File: config.mk
export PLATFORM = sky130hd
export DESIGN_NAME = knob_countdown_timer_controller_flat
export DESIGN_NICKNAME = d
export VERILOG_FILES = /design/src/sv/kctc_pkg.sv /design/src/sv/kctc_if.sv /design/src/sv/kctc_knob.sv /design/src/sv/kctc_timer.sv /design/src/sv/knob_countdown_timer_controller.sv /design/src/flat_wrapper.sv
export SDC_FILE = /design/constraint.sdc
export NUM_CORES = 1
export LEC_CHECK = 0
export ABC_AREA = 0
export BUFFER_PORTS_ARGS = -buffer_cell sky130_fd_sc_hd__buf_2
export CAP_MARGIN = 10
export CORE_MARGIN = 1
export CORE_UTILIZATION = 58
export DETAILED_ROUTE_END_ITERATION = 8
export PLACE_DENSITY_LB_ADDON = 0.3
export SLEW_MARGIN = 20
export SYNTH_ARGS = -nofsm -noshare
export SYNTH_HDL_FRONTEND = slang
export SYNTH_HIERARCHICAL = 1
export SYNTH_SLANG_ARGS = --single-unit
File: constraint.sdc
create_clock -name clk -period 7.47 [get_ports clk]
set_input_delay 0.747 -clock clk [delete_from_list [all_inputs] [get_ports clk]]
set_output_delay 0.747 -clock clk [all_outputs]
set_load 0.03 [all_outputs]
File: src/sv/kctc_pkg.sv
// Package for the knob countdown timer controller.
// Holds event, mode and register codes, shared structs and small helpers.
// No dependencies.
package kctc_pkg;

	// Event kinds on the input channel.
	typedef enum logic [1:0] {
		OP_TICK   = 2'd0,
		OP_BUTTON = 2'd1,
		OP_WAKE   = 2'd2,
		OP_SAMPLE = 2'd3
	} op_t;

	// Operating mode, one-hot.
	typedef enum logic [2:0] {
		MODE_SETTING = 3'b001,
		MODE_WORKING = 3'b010,
		MODE_DOWN    = 3'b100
	} mode_t;

	// Mode codes as they appear on the result channel.
	localparam logic [1:0] MODE_CODE_SETTING = 2'd0;
	localparam logic [1:0] MODE_CODE_WORKING = 2'd1;
	localparam logic [1:0] MODE_CODE_DOWN    = 2'd2;

	// Configuration register indexes.
	localparam logic [2:0] CFG_TICKS_PER_SECOND    = 3'd0;
	localparam logic [2:0] CFG_BLINK_ON_TICKS      = 3'd1;
	localparam logic [2:0] CFG_BLINK_OFF_TICKS     = 3'd2;
	localparam logic [2:0] CFG_BEEP_ON_TICKS       = 3'd3;
	localparam logic [2:0] CFG_BEEP_PAUSE_TICKS    = 3'd4;
	localparam logic [2:0] CFG_IDLE_SETTING_TICKS  = 3'd5;
	localparam logic [2:0] CFG_IDLE_BEEPING_TICKS  = 3'd6;
	localparam logic [2:0] CFG_SAVER_DELAY_SECONDS = 3'd7;

	// Register reset values.
	localparam logic [15:0] RST_TICKS_PER_SECOND    = 16'd620;
	localparam logic [15:0] RST_BLINK_ON_TICKS      = 16'd300;
	localparam logic [15:0] RST_BLINK_OFF_TICKS     = 16'd100;
	localparam logic [15:0] RST_BEEP_ON_TICKS       = 16'd40;
	localparam logic [15:0] RST_BEEP_PAUSE_TICKS    = 16'd250;
	localparam logic [15:0] RST_IDLE_SETTING_TICKS  = 16'd6000;
	localparam logic [15:0] RST_IDLE_BEEPING_TICKS  = 16'd12000;
	localparam logic [7:0]  RST_SAVER_DELAY_SECONDS = 8'd3;

	// Minutes never exceed 95 with the default of 40 knob steps.
	localparam int MIN_W = 7;
	localparam int SEC_W = 6;

	typedef struct packed {
		logic [15:0] ticks_per_second;
		logic [15:0] blink_on_ticks;
		logic [15:0] blink_off_ticks;
		logic [15:0] beep_on_ticks;
		logic [15:0] beep_pause_ticks;
		logic [15:0] idle_setting_ticks;
		logic [15:0] idle_beeping_ticks;
		logic [7:0]  saver_delay_seconds;
	} cfg_t;

	// A time split into minutes and seconds.
	typedef struct packed {
		logic [MIN_W-1:0] minutes;
		logic [SEC_W-1:0] seconds;
	} mmss_t;

	// Knob unit status toward the timer.
	typedef struct packed {
		mmss_t cur;
		mmss_t nxt;
		logic  conv;
	} knob_stat_t;

	// One result transaction.
	typedef struct packed {
		logic [1:0]  mode;
		logic [13:0] shown_time;
		logic        digits_blank;
		logic        saver_active;
		logic [2:0]  saver_position;
		logic        beeper_on;
		logic        start_conversion;
		logic        enter_power_down;
	} res_t;

	// Saturating 16-bit increment.
	function automatic logic [15:0] inc_sat(input logic [15:0] v);
		return (v == 16'hFFFF) ? v : v + 16'd1;
	endfunction

	// Minutes times 100 plus seconds, by shifts and adds.
	function automatic logic [13:0] to_display(input mmss_t t);
		logic [13:0] m;
		m = 14'(t.minutes);
		return (m << 6) + (m << 5) + (m << 2) + 14'(t.seconds);
	endfunction

endpackage

File: src/sv/kctc_if.sv
// Channel interfaces of the knob countdown timer controller.
// Event channel and result channel, each with valid/ready handshake.
// No dependencies.
interface kctc_evt_if;
	logic       valid;
	logic       ready;
	logic [1:0] op;
	logic [7:0] knob_sample;

	modport source (output valid, output op, output knob_sample, input ready);
	modport sink   (input valid, input op, input knob_sample, output ready);
endinterface

interface kctc_res_if;
	logic        valid;
	logic        ready;
	logic [1:0]  mode;
	logic [13:0] shown_time;
	logic        digits_blank;
	logic        saver_active;
	logic [2:0]  saver_position;
	logic        beeper_on;
	logic        start_conversion;
	logic        enter_power_down;

	modport source (output valid, output mode, output shown_time, output digits_blank,
		output saver_active, output saver_position, output beeper_on,
		output start_conversion, output enter_power_down, input ready);
	modport sink   (input valid, input mode, input shown_time, input digits_blank,
		input saver_active, input saver_position, input beeper_on,
		input start_conversion, input enter_power_down, output ready);
endinterface

File: src/sv/kctc_knob.sv
// Knob sample smoothing and mapping of the averaged knob position to a time.
// Depends on kctc_pkg.
module kctc_knob #(
	parameter int SAMPLES_PER_SET = 10,
	parameter int KNOB_STEPS      = 40
) (
	input  logic                clk,
	input  logic                arst_n,
	input  logic                fire,
	input  kctc_pkg::op_t       op,
	input  logic [7:0]          knob_sample,
	input  kctc_pkg::mode_t     mode,
	output kctc_pkg::knob_stat_t stat
);
	import kctc_pkg::*;

	localparam int STEP_W = $clog2(KNOB_STEPS + 1);
	localparam int PROD_W = 8 + STEP_W;
	localparam logic [3:0] SPS_C = 4'(SAMPLES_PER_SET);

	logic [3:0]        cnt_q;
	logic [7:0]        avg_q;
	mmss_t             knob_q;

	logic              is_sample;
	logic [3:0]        cnt_inc;
	logic              set_done;
	logic [8:0]        avg_sum;
	logic [PROD_W-1:0] prod;
	logic [PROD_W:0]   quot_sum;
	logic [STEP_W-1:0] steps;
	logic [7:0]        st8;
	logic [7:0]        min8;
	mmss_t             mapped;

	assign is_sample = fire && (op == OP_SAMPLE) && (mode != MODE_DOWN);
	assign cnt_inc   = cnt_q + 4'd1;
	assign set_done  = (cnt_inc >= SPS_C);
	assign avg_sum   = {1'b0, avg_q} + {1'b0, knob_sample};

	// Position in knob steps: average times steps divided by 255.
	assign prod     = PROD_W'(avg_q) * PROD_W'(KNOB_STEPS);
	assign quot_sum = {1'b0, prod} + (PROD_W+1)'(prod >> 8) + (PROD_W+1)'(1);
	assign steps    = STEP_W'(quot_sum >> 8);
	assign st8      = 8'(steps);

	// Piecewise map: 30 s steps to 5 min, 1 min steps to 20 min, then 5 min steps.
	always_comb begin
		mapped.seconds = '0;
		if (st8 <= 8'd10) begin
			min8 = st8 >> 1;
			mapped.seconds = st8[0] ? SEC_W'(30) : '0;
		end else if (st8 <= 8'd25) begin
			min8 = st8 - 8'd5;
		end else begin
			min8 = st8 + (st8 << 2) - 8'd105;
		end
		mapped.minutes = MIN_W'(min8);
	end

	// Sample counter, running average and mapped knob time.
	always_ff @(posedge clk or negedge arst_n) begin
		if (!arst_n) begin
			cnt_q  <= '0;
			avg_q  <= '0;
			knob_q <= '0;
		end else if (is_sample) begin
			if (set_done) begin
				cnt_q  <= '0;
				knob_q <= mapped;
			end else begin
				cnt_q <= cnt_inc;
				avg_q <= avg_sum[8:1];
			end
		end
	end

	assign stat.cur  = knob_q;
	assign stat.nxt  = (is_sample && set_done) ? mapped : knob_q;
	assign stat.conv = is_sample && (!set_done || mode == MODE_SETTING);

endmodule

File: src/sv/kctc_timer.sv
// Mode control, countdown, blink, beep pattern, saver and idle power down.
// Builds the result transaction. Depends on kctc_pkg.
module kctc_timer (
	input  logic                 clk,
	input  logic                 arst_n,
	input  logic                 fire,
	input  kctc_pkg::op_t        op,
	input  kctc_pkg::cfg_t       cfg,
	input  kctc_pkg::knob_stat_t knob,
	output kctc_pkg::mode_t      mode,
	output kctc_pkg::res_t       result
);
	import kctc_pkg::*;

	mode_t       mode_q, mode_nx;
	logic [15:0] sub_q, sub_nx;
	mmss_t       rem_q, rem_nx;
	logic [15:0] blink_q, blink_nx;
	logic        vis_q, vis_nx;
	logic [15:0] idle_s_q, idle_s_nx;
	logic [15:0] idle_b_q, idle_b_nx;
	logic        beep_q, beep_nx;
	logic [15:0] bcnt_q, bcnt_nx;
	logic [2:0]  phase_q, phase_nx;
	logic        saver_q, saver_nx;
	logic [7:0]  ssec_q, ssec_nx;
	logic [2:0]  dot_q, dot_nx;
	logic        down;
	logic        conv_btn;
	logic [15:0] limit;
	logic        saver_on;

	// Next state for the event in the input stage.
	always_comb begin
		mode_nx   = mode_q;
		sub_nx    = sub_q;
		rem_nx    = rem_q;
		blink_nx  = blink_q;
		vis_nx    = vis_q;
		idle_s_nx = idle_s_q;
		idle_b_nx = idle_b_q;
		beep_nx   = beep_q;
		bcnt_nx   = bcnt_q;
		phase_nx  = phase_q;
		saver_nx  = saver_q;
		ssec_nx   = ssec_q;
		dot_nx    = dot_q;
		down      = 1'b0;
		conv_btn  = 1'b0;
		limit     = cfg.beep_on_ticks;
		if (fire && mode_q == MODE_DOWN) begin
			if (op == OP_WAKE) begin
				idle_s_nx = '0;
				idle_b_nx = '0;
				mode_nx   = MODE_WORKING;
			end
		end else if (fire) begin
			case (op)
				OP_TICK: begin
					// Countdown second and saver.
					if (mode_q == MODE_WORKING && !beep_q) begin
						sub_nx = inc_sat(sub_q);
						if (sub_nx >= cfg.ticks_per_second) begin
							sub_nx = '0;
							if (rem_q.seconds != '0) begin
								rem_nx.seconds = rem_q.seconds - SEC_W'(1);
							end else if (rem_q.minutes != '0) begin
								rem_nx.minutes = rem_q.minutes - MIN_W'(1);
								rem_nx.seconds = SEC_W'(59);
							end
							if (rem_nx.minutes == '0 && rem_nx.seconds == '0) begin
								beep_nx = 1'b1;
							end
							if (!saver_q) begin
								if (ssec_q >= cfg.saver_delay_seconds) begin
									saver_nx = 1'b1;
									ssec_nx  = '0;
								end else begin
									ssec_nx = ssec_q + 8'd1;
								end
							end else begin
								dot_nx = (dot_q >= 3'd4) ? 3'd1 : dot_q + 3'd1;
							end
						end
					end
					// Display blink and idle count while setting.
					if (mode_q == MODE_SETTING) begin
						blink_nx = inc_sat(blink_q);
						if (!vis_q && blink_nx >= cfg.blink_off_ticks) begin
							blink_nx = '0;
							vis_nx   = 1'b1;
						end else if (vis_q && blink_nx >= cfg.blink_on_ticks) begin
							blink_nx = '0;
							vis_nx   = 1'b0;
						end
						idle_s_nx = inc_sat(idle_s_q);
					end
					// Beep pattern: pause in phase zero, then beeps and gaps.
					if (beep_nx) begin
						limit   = (phase_q == 3'd0) ? cfg.beep_pause_ticks : cfg.beep_on_ticks;
						bcnt_nx = inc_sat(bcnt_q);
						if (bcnt_nx >= limit) begin
							phase_nx = phase_q + 3'd1;
							bcnt_nx  = '0;
						end
						idle_b_nx = inc_sat(idle_b_q);
					end
					// Idle timeout enters power down.
					if (idle_s_nx >= cfg.idle_setting_ticks ||
					    idle_b_nx >= cfg.idle_beeping_ticks) begin
						mode_nx  = MODE_DOWN;
						beep_nx  = 1'b0;
						phase_nx = '0;
						bcnt_nx  = '0;
						down     = 1'b1;
					end
				end
				OP_BUTTON: begin
					if (mode_q == MODE_SETTING) begin
						rem_nx    = knob.cur;
						mode_nx   = MODE_WORKING;
						saver_nx  = 1'b0;
						idle_s_nx = '0;
						idle_b_nx = '0;
						if (knob.cur.minutes == '0 && knob.cur.seconds == '0) begin
							beep_nx = 1'b1;
						end
					end else begin
						if (beep_q || !saver_q) begin
							mode_nx  = MODE_SETTING;
							conv_btn = 1'b1;
						end else begin
							saver_nx = 1'b0;
							ssec_nx  = '0;
						end
						beep_nx  = 1'b0;
						phase_nx = '0;
						bcnt_nx  = '0;
					end
				end
				default: begin
				end
			endcase
		end
	end

	// State registers.
	always_ff @(posedge clk or negedge arst_n) begin
		if (!arst_n) begin
			mode_q   <= MODE_SETTING;
			sub_q    <= '0;
			rem_q    <= '0;
			blink_q  <= '0;
			vis_q    <= 1'b1;
			idle_s_q <= '0;
			idle_b_q <= '0;
			beep_q   <= 1'b0;
			bcnt_q   <= '0;
			phase_q  <= '0;
			saver_q  <= 1'b0;
			ssec_q   <= '0;
			dot_q    <= 3'd1;
		end else begin
			mode_q   <= mode_nx;
			sub_q    <= sub_nx;
			rem_q    <= rem_nx;
			blink_q  <= blink_nx;
			vis_q    <= vis_nx;
			idle_s_q <= idle_s_nx;
			idle_b_q <= idle_b_nx;
			beep_q   <= beep_nx;
			bcnt_q   <= bcnt_nx;
			phase_q  <= phase_nx;
			saver_q  <= saver_nx;
			ssec_q   <= ssec_nx;
			dot_q    <= dot_nx;
		end
	end

	assign mode = mode_q;

	// Result fields from the state after this event.
	assign saver_on = (mode_nx == MODE_WORKING) && saver_nx;

	always_comb begin
		case (mode_nx)
			MODE_SETTING: begin
				result.mode       = MODE_CODE_SETTING;
				result.shown_time = to_display(knob.nxt);
			end
			MODE_WORKING: begin
				result.mode       = MODE_CODE_WORKING;
				result.shown_time = to_display(rem_nx);
			end
			default: begin
				result.mode       = MODE_CODE_DOWN;
				result.shown_time = '0;
			end
		endcase
		result.digits_blank     = (mode_nx == MODE_SETTING && !vis_nx) || (mode_nx == MODE_DOWN);
		result.saver_active     = saver_on;
		result.saver_position   = saver_on ? dot_nx : 3'd1;
		result.beeper_on        = beep_nx && phase_nx[0];
		result.start_conversion = conv_btn || knob.conv;
		result.enter_power_down = down;
	end

`ifndef ASSERT_OFF
	// The beep pattern only runs while counting mode is active.
	a_beep_working: assert property (@(posedge clk) disable iff (!arst_n)
		beep_q |-> mode_q == MODE_WORKING)
		else $error("beeping outside working mode");

	// Power down ignores everything but a wake event.
	a_down_holds: assert property (@(posedge clk) disable iff (!arst_n)
		fire && mode_q == MODE_DOWN && op != OP_WAKE
		|=> mode_q == MODE_DOWN && $stable(rem_q) && $stable(idle_s_q))
		else $error("state changed in power down");

	// Entering power down stops the beeper and restarts its pattern.
	a_down_entry: assert property (@(posedge clk) disable iff (!arst_n)
		fire && down |=> mode_q == MODE_DOWN && !beep_q && phase_q == 3'd0 && bcnt_q == '0)
		else $error("power down entry left beep state");

	// The saver dot stays on one of the four digits.
	a_dot_range: assert property (@(posedge clk) disable iff (!arst_n)
		dot_q >= 3'd1 && dot_q <= 3'd4)
		else $error("saver dot out of range");
`endif

endmodule

File: src/sv/knob_countdown_timer_controller.sv
// Top level of the knob countdown timer controller: input stage, result stage,
// configuration registers. Depends on kctc_pkg, kctc_if, kctc_knob, kctc_timer.
//
//  Channel  Dir  Handshake        Payload
//  evt      in   valid/ready      op, knob_sample
//  res      out  valid/ready      mode, shown_time, digits_blank, saver_active,
//                                 saver_position, beeper_on, start_conversion,
//                                 enter_power_down
//  cfg      in   cfg_we           cfg_index, cfg_data
//
// Each event transaction gives one result transaction: it waits in the input
// register, then the whole state update goes in one pass into the result register.
// One event is taken per cycle as long as results are taken. A stalled result
// holds the result register; the input register keeps one more event and then
// ready drops. Reset sets state, valid bits and config to defaults, not payloads.
module knob_countdown_timer_controller #(
	parameter int SAMPLES_PER_SET = 10,
	parameter int KNOB_STEPS      = 40
) (
	input  logic        clk,
	input  logic        arst_n,
	kctc_evt_if.sink    evt,
	kctc_res_if.source  res,
	input  logic        cfg_we,
	input  logic [2:0]  cfg_index,
	input  logic [15:0] cfg_data
);
	import kctc_pkg::*;

	logic       v_s1;
	op_t        op_s1;
	logic [7:0] sample_s1;
	logic       v_s2;
	res_t       res_s2;

	cfg_t       cfg_q;
	logic       fire;
	mode_t      mode;
	knob_stat_t knob_stat;
	res_t       result;

	assign fire      = v_s1 && (!v_s2 || res.ready);
	assign evt.ready = !v_s1 || fire;

	// Input stage valid.
	always_ff @(posedge clk or negedge arst_n) begin
		if (!arst_n) begin
			v_s1 <= 1'b0;
		end else if (evt.valid && evt.ready) begin
			v_s1 <= 1'b1;
		end else if (fire) begin
			v_s1 <= 1'b0;
		end
	end

	// Input stage payload.
	always_ff @(posedge clk) begin
		if (evt.valid && evt.ready) begin
			op_s1     <= op_t'(evt.op);
			sample_s1 <= evt.knob_sample;
		end
	end

	// Result stage valid.
	always_ff @(posedge clk or negedge arst_n) begin
		if (!arst_n) begin
			v_s2 <= 1'b0;
		end else if (fire) begin
			v_s2 <= 1'b1;
		end else if (res.ready) begin
			v_s2 <= 1'b0;
		end
	end

	// Result stage payload.
	always_ff @(posedge clk) begin
		if (fire) begin
			res_s2 <= result;
		end
	end

	// Configuration registers.
	always_ff @(posedge clk or negedge arst_n) begin
		if (!arst_n) begin
			cfg_q.ticks_per_second    <= RST_TICKS_PER_SECOND;
			cfg_q.blink_on_ticks      <= RST_BLINK_ON_TICKS;
			cfg_q.blink_off_ticks     <= RST_BLINK_OFF_TICKS;
			cfg_q.beep_on_ticks       <= RST_BEEP_ON_TICKS;
			cfg_q.beep_pause_ticks    <= RST_BEEP_PAUSE_TICKS;
			cfg_q.idle_setting_ticks  <= RST_IDLE_SETTING_TICKS;
			cfg_q.idle_beeping_ticks  <= RST_IDLE_BEEPING_TICKS;
			cfg_q.saver_delay_seconds <= RST_SAVER_DELAY_SECONDS;
		end else if (cfg_we) begin
			case (cfg_index)
				CFG_TICKS_PER_SECOND:    cfg_q.ticks_per_second    <= cfg_data;
				CFG_BLINK_ON_TICKS:      cfg_q.blink_on_ticks      <= cfg_data;
				CFG_BLINK_OFF_TICKS:     cfg_q.blink_off_ticks     <= cfg_data;
				CFG_BEEP_ON_TICKS:       cfg_q.beep_on_ticks       <= cfg_data;
				CFG_BEEP_PAUSE_TICKS:    cfg_q.beep_pause_ticks    <= cfg_data;
				CFG_IDLE_SETTING_TICKS:  cfg_q.idle_setting_ticks  <= cfg_data;
				CFG_IDLE_BEEPING_TICKS:  cfg_q.idle_beeping_ticks  <= cfg_data;
				CFG_SAVER_DELAY_SECONDS: cfg_q.saver_delay_seconds <= cfg_data[7:0];
				default: begin
				end
			endcase
		end
	end

	kctc_knob #(
		.SAMPLES_PER_SET (SAMPLES_PER_SET),
		.KNOB_STEPS      (KNOB_STEPS)
	) u_knob (
		.clk         (clk),
		.arst_n      (arst_n),
		.fire        (fire),
		.op          (op_s1),
		.knob_sample (sample_s1),
		.mode        (mode),
		.stat        (knob_stat)
	);

	kctc_timer u_timer (
		.clk    (clk),
		.arst_n (arst_n),
		.fire   (fire),
		.op     (op_s1),
		.cfg    (cfg_q),
		.knob   (knob_stat),
		.mode   (mode),
		.result (result)
	);

	// Result channel.
	assign res.valid            = v_s2;
	assign res.mode             = res_s2.mode;
	assign res.shown_time       = res_s2.shown_time;
	assign res.digits_blank     = res_s2.digits_blank;
	assign res.saver_active     = res_s2.saver_active;
	assign res.saver_position   = res_s2.saver_position;
	assign res.beeper_on        = res_s2.beeper_on;
	assign res.start_conversion = res_s2.start_conversion;
	assign res.enter_power_down = res_s2.enter_power_down;

endmodule
File: src/flat_wrapper.sv
// flat-port wrapper written by rule: the top's interface ports become plain ports
module knob_countdown_timer_controller_flat import kctc_pkg::*;
#(
	parameter int SAMPLES_PER_SET = 10,
	parameter int KNOB_STEPS      = 40
)
  (clk, arst_n, cfg_we, cfg_index, cfg_data, evt_valid, evt_op, evt_knob_sample, evt_ready, res_valid, res_mode, res_shown_time, res_digits_blank, res_saver_active, res_saver_position, res_beeper_on, res_start_conversion, res_enter_power_down, res_ready);
  kctc_evt_if evt_i ();
  kctc_res_if res_i ();
  input  logic clk;
  input  logic arst_n;
  input  logic cfg_we;
  input  logic [2:0] cfg_index;
  input  logic [15:0] cfg_data;
  input wire logic [$bits(evt_i.valid)-1:0] evt_valid;
  input wire logic [$bits(evt_i.op)-1:0] evt_op;
  input wire logic [$bits(evt_i.knob_sample)-1:0] evt_knob_sample;
  output wire logic [$bits(evt_i.ready)-1:0] evt_ready;
  output wire logic [$bits(res_i.valid)-1:0] res_valid;
  output wire logic [$bits(res_i.mode)-1:0] res_mode;
  output wire logic [$bits(res_i.shown_time)-1:0] res_shown_time;
  output wire logic [$bits(res_i.digits_blank)-1:0] res_digits_blank;
  output wire logic [$bits(res_i.saver_active)-1:0] res_saver_active;
  output wire logic [$bits(res_i.saver_position)-1:0] res_saver_position;
  output wire logic [$bits(res_i.beeper_on)-1:0] res_beeper_on;
  output wire logic [$bits(res_i.start_conversion)-1:0] res_start_conversion;
  output wire logic [$bits(res_i.enter_power_down)-1:0] res_enter_power_down;
  input wire logic [$bits(res_i.ready)-1:0] res_ready;
  assign evt_i.valid = evt_valid;
  assign evt_i.op = evt_op;
  assign evt_i.knob_sample = evt_knob_sample;
  assign evt_ready = evt_i.ready;
  assign res_valid = res_i.valid;
  assign res_mode = res_i.mode;
  assign res_shown_time = res_i.shown_time;
  assign res_digits_blank = res_i.digits_blank;
  assign res_saver_active = res_i.saver_active;
  assign res_saver_position = res_i.saver_position;
  assign res_beeper_on = res_i.beeper_on;
  assign res_start_conversion = res_i.start_conversion;
  assign res_enter_power_down = res_i.enter_power_down;
  assign res_i.ready = res_ready;
  knob_countdown_timer_controller #(.SAMPLES_PER_SET(SAMPLES_PER_SET), .KNOB_STEPS(KNOB_STEPS)) u_core (.clk(clk), .arst_n(arst_n), .evt(evt_i), .res(res_i), .cfg_we(cfg_we), .cfg_index(cfg_index), .cfg_data(cfg_data));
endmodule
==> impl_metrics.yaml <==
logic_synthesis:
  synth_most_common_cell: "dfrtp_1"
  synth_seq_cells: 289
  netlist.area_leader.share_pct: 27.70
  synth_edf_count: 34
  yosysSeqAreaShare_pct: 38.18
  avgSynthCellArea_um2: 9.917
  synth.cells.most_frequent: "dfrtp_1, ha_1, inv_1, nand2_1, mux2_2"
  ys_types: 105
  yosys-top-cells-area: "dfrtp_1, ha_1, mux2_2, dfstp_2, edfxtp_1"
  syn-cell-area_um2: 19520
  syn_inst: 1968
  synth-async-reset-ratio_pct: 88.24
  yosys.area.top_type: "dfrtp_1"
  synthFlopType: "dfrtp_1"
  synth_warnings: 6
route:
  drt_first_iter_violations: 1039
  drcViolationCount: 0
  vias: 15440
  drt-total-wl_mm: 47.65
  viasPerCell: 6.147
  firstDrtPassIters: 5
  wl_per_cell_um: 18.98
  ant_nets: 0
sta:
  tightest_slew_ps: 975.8
  fmax_mhz: 136.3
  timing.hold.ws_ps: 282.1
  skew_ps: 26.68
  drv_slew: 0
  final-hold-violation-count: 0
  period_minus_slack_ps: 7335
  slew_headroom_pct: 34.35
  tns_ps: 0
  rsz0062_at_grt: "yes"
  fin_crit_sh_pct: 98.20
  finalSetupViolCount: 0
worst_setup_path:
  critPathSlowestCell: "or4b_4"
  critPathLaunchType: "flop"
  worst_path_largest_cell_delay_ps: 550
  worstPathRequired_ps: 7740
  end_kind: "flop"
  critPathMaxFanout: 4
  path_class: "reg2reg"
  cp_common_cell: "ha_4"
  worstPathArrival_ps: 7600
finish:
  drive_above_1_share_pct: 20.11
  finish.net_count: 2271
  finalInstanceArea_um2: 21780
  area_delta_synth_final_pct: 11.58
  antenna_cells: 0
global_route:
  busiest_layer: "met2"
  grt_pass1_vias: 15490
  grt_util_met1_pct: 36.10
  grtUsageMet3_pct: 3.736
  grt_pass1_wl_mm: 77.35
  antenna_found_initial: 0
  gr-total-overflow: 0
  grt_max_degree: 150
  grt_use_met2_pct: 48.28
  track_usage_pct: 28.33
cts:
  clkSinkCount: 289
  cts_tree: "yes"
  clk-insertion-delay-late_ps: 540
  h-tree-depth: 2
  clk_path_buf_depth: 3
  cts_made_buffers: 34
  clockRootBuffer: "clkbuf_16"
  clk_transition_reported_paths_ps: 60
floorplanning:
  core_area_um2: 32780
  die_w_um: 185.4
  dieArea_um2: 34390
  die_y_um: 185.4
  row_count: 66
  ios: 60
  initial_utilization_pct: 59.53
placed_design:
  gp_congestion: 0.8989
  dpl-instance-area_um2: 20340
  dp_hpwl_mm: 33.75
  io_buffer_count: 59
power:
  leakage_nw: 10.31
  ir_worst_vdd_uv: 1182
  powerDensity_nw_per_um2: 354.4
run_status:
  outcome: "finished clean"
flow_run:
  drv_cap: 0
min_path:
  hold_path_class: "in2async"
final cells by class:
cell class              count  area (µm²)
clock buffers              48       973.4
clock inverters            14       187.7
fillers                  2563       11010
inverters                 165       619.3
multi-input cells        1441       11270
flip-flops and latches    289        7452
well taps                 442       553.0
repair buffers            112       715.7
what timing repair did:
| item | CTS | global route |
|---|---|---|
| setup endpoints to repair | 1 | 30 |
| hold buffers | 0 | 0 |
| resized for setup | 5 | 24 |
| setup buffers | 1 | 14 |
| pin swaps | 6 | 33 |
stage by stage:
stage	utilization, %	setup slack, ps	std cells	total power, mW
3_3_place_gp	62.04	34.87	2434	5.447
3_5_place_dp	62.04	-152.5	2434	5.567
2_1_floorplan	-	2.570	1971	4.715
6_report	66.42	134.7	2511	7.718
5_1_grt	66.42	-176.8	2511	8.243
4_1_cts	65.68	5.003	2497	7.345
worst max-delay path, delay by kind of cell, from the launching register on:
family / cells / cell delay, ps
AO/OA/AOI/OAI: 12 / 2460
XOR/XNOR: 3 / 430
adder cells (fa/ha/maj): 8 / 2110
buffers and inverters: 2 / 120
flip-flops: 1 / 440
AND/OR/NAND/NOR: 7 / 1510
routing by layer:
layer | vias to the layer above | part of all wire [%]
met5 | - | 0
met4 | 0 | 3.7
met3 | 122 | 4.5
met2 | 439 | 49
met1 | 7606 | 43
li1 | 7268 | -
power by group:
| group | leakage, nW | internal, mW | switching (mW) | total [mW] |
|---|---|---|---|---|
| sequential | 3.53 | 1.92 | 0.238 | 2.16 |
| combinational | 6.20 | 1.80 | 2.03 | 3.83 |
| clock | 0.575 | 1.05 | 0.677 | 1.73 |
| total | 10.3 | 4.77 | 2.95 | 7.72 |
logic make-up after synthesis:
group | synth area share (%)
adder cells (fa/ha/maj) | 12.94
flip-flops | 38.18
multiplexers | 8.751
AND/OR/NAND/NOR | 14.89
AO/OA/AOI/OAI | 15.99
XOR/XNOR | 3.898
other | 0.01921
buffers and inverters | 5.340
state kept, by name, summed over array words and instances (netlist names), 2 cells and up:
name and count:
u_core/cfg_q 120, u_core/u_timer/bcnt_q 16, u_core/u_timer/blink_q 16, u_core/u_timer/idle_b_q 16, u_core/u_timer/idle_s_q 16, u_core/u_timer/sub_q 16, u_core/res.shown_time 14, u_core/u_timer/rem_q 13
u_core/sample_s1 8, u_core/u_knob/avg_q 8, u_core/u_knob/stat 8, u_core/u_timer/ssec_q 8, u_core/u_knob/cnt_q 4, u_core/res.saver_position 3, u_core/u_timer/dot_q 3, u_core/u_timer/mode 3
u_core/u_timer/phase_q 3, u_core/op_s1 2, u_core/res.mode 2
final timing paths:
kind	slack, ps	cells after the start	end	from
worst max-delay path	130	32	u_core/res.shown_time[12]	u_core/u_knob/avg_q[3]
worst min register to register	490	1	u_core/u_timer/blink_q[11]	u_core/u_timer/blink_q[11]
min in group clk	400	1	u_core/sample_s1[7]	evt_knob_sample[7]
worst min-delay path	280	1	u_core/u_timer/bcnt_q[6]	arst_n
worst max register to register	130	32	u_core/res.shown_time[12]	u_core/u_knob/avg_q[3]
max in group asynchronous	5870	2	u_core/u_knob/stat[24]	arst_n
cell usage in the layout (no fill, tap or decap), drive strengths merged, types with 9 or more instances in the layout:
cell	n
nand2b	27
and3	27
and4	9
a22o	43
xor2	30
a211oi	9
or3	10
inv	167
edfxtp	34
clkbuf	48
mux2	127
a21oi	76
nand3	57
nand2	160
nor2	92
a31oi	33
dfrtp	216
o21a	17
o31ai	30
o211ai	10
nand4	30
a21o	34
nor4	11
o21ai	112
and2	20
nor3b	10
mux2i	24
nor2b	12
fa	13
ha	181
dfstp	39
buf	112
nor3	52
xnor2	56
Note: power is estimated with default switching activity, not from simulation.
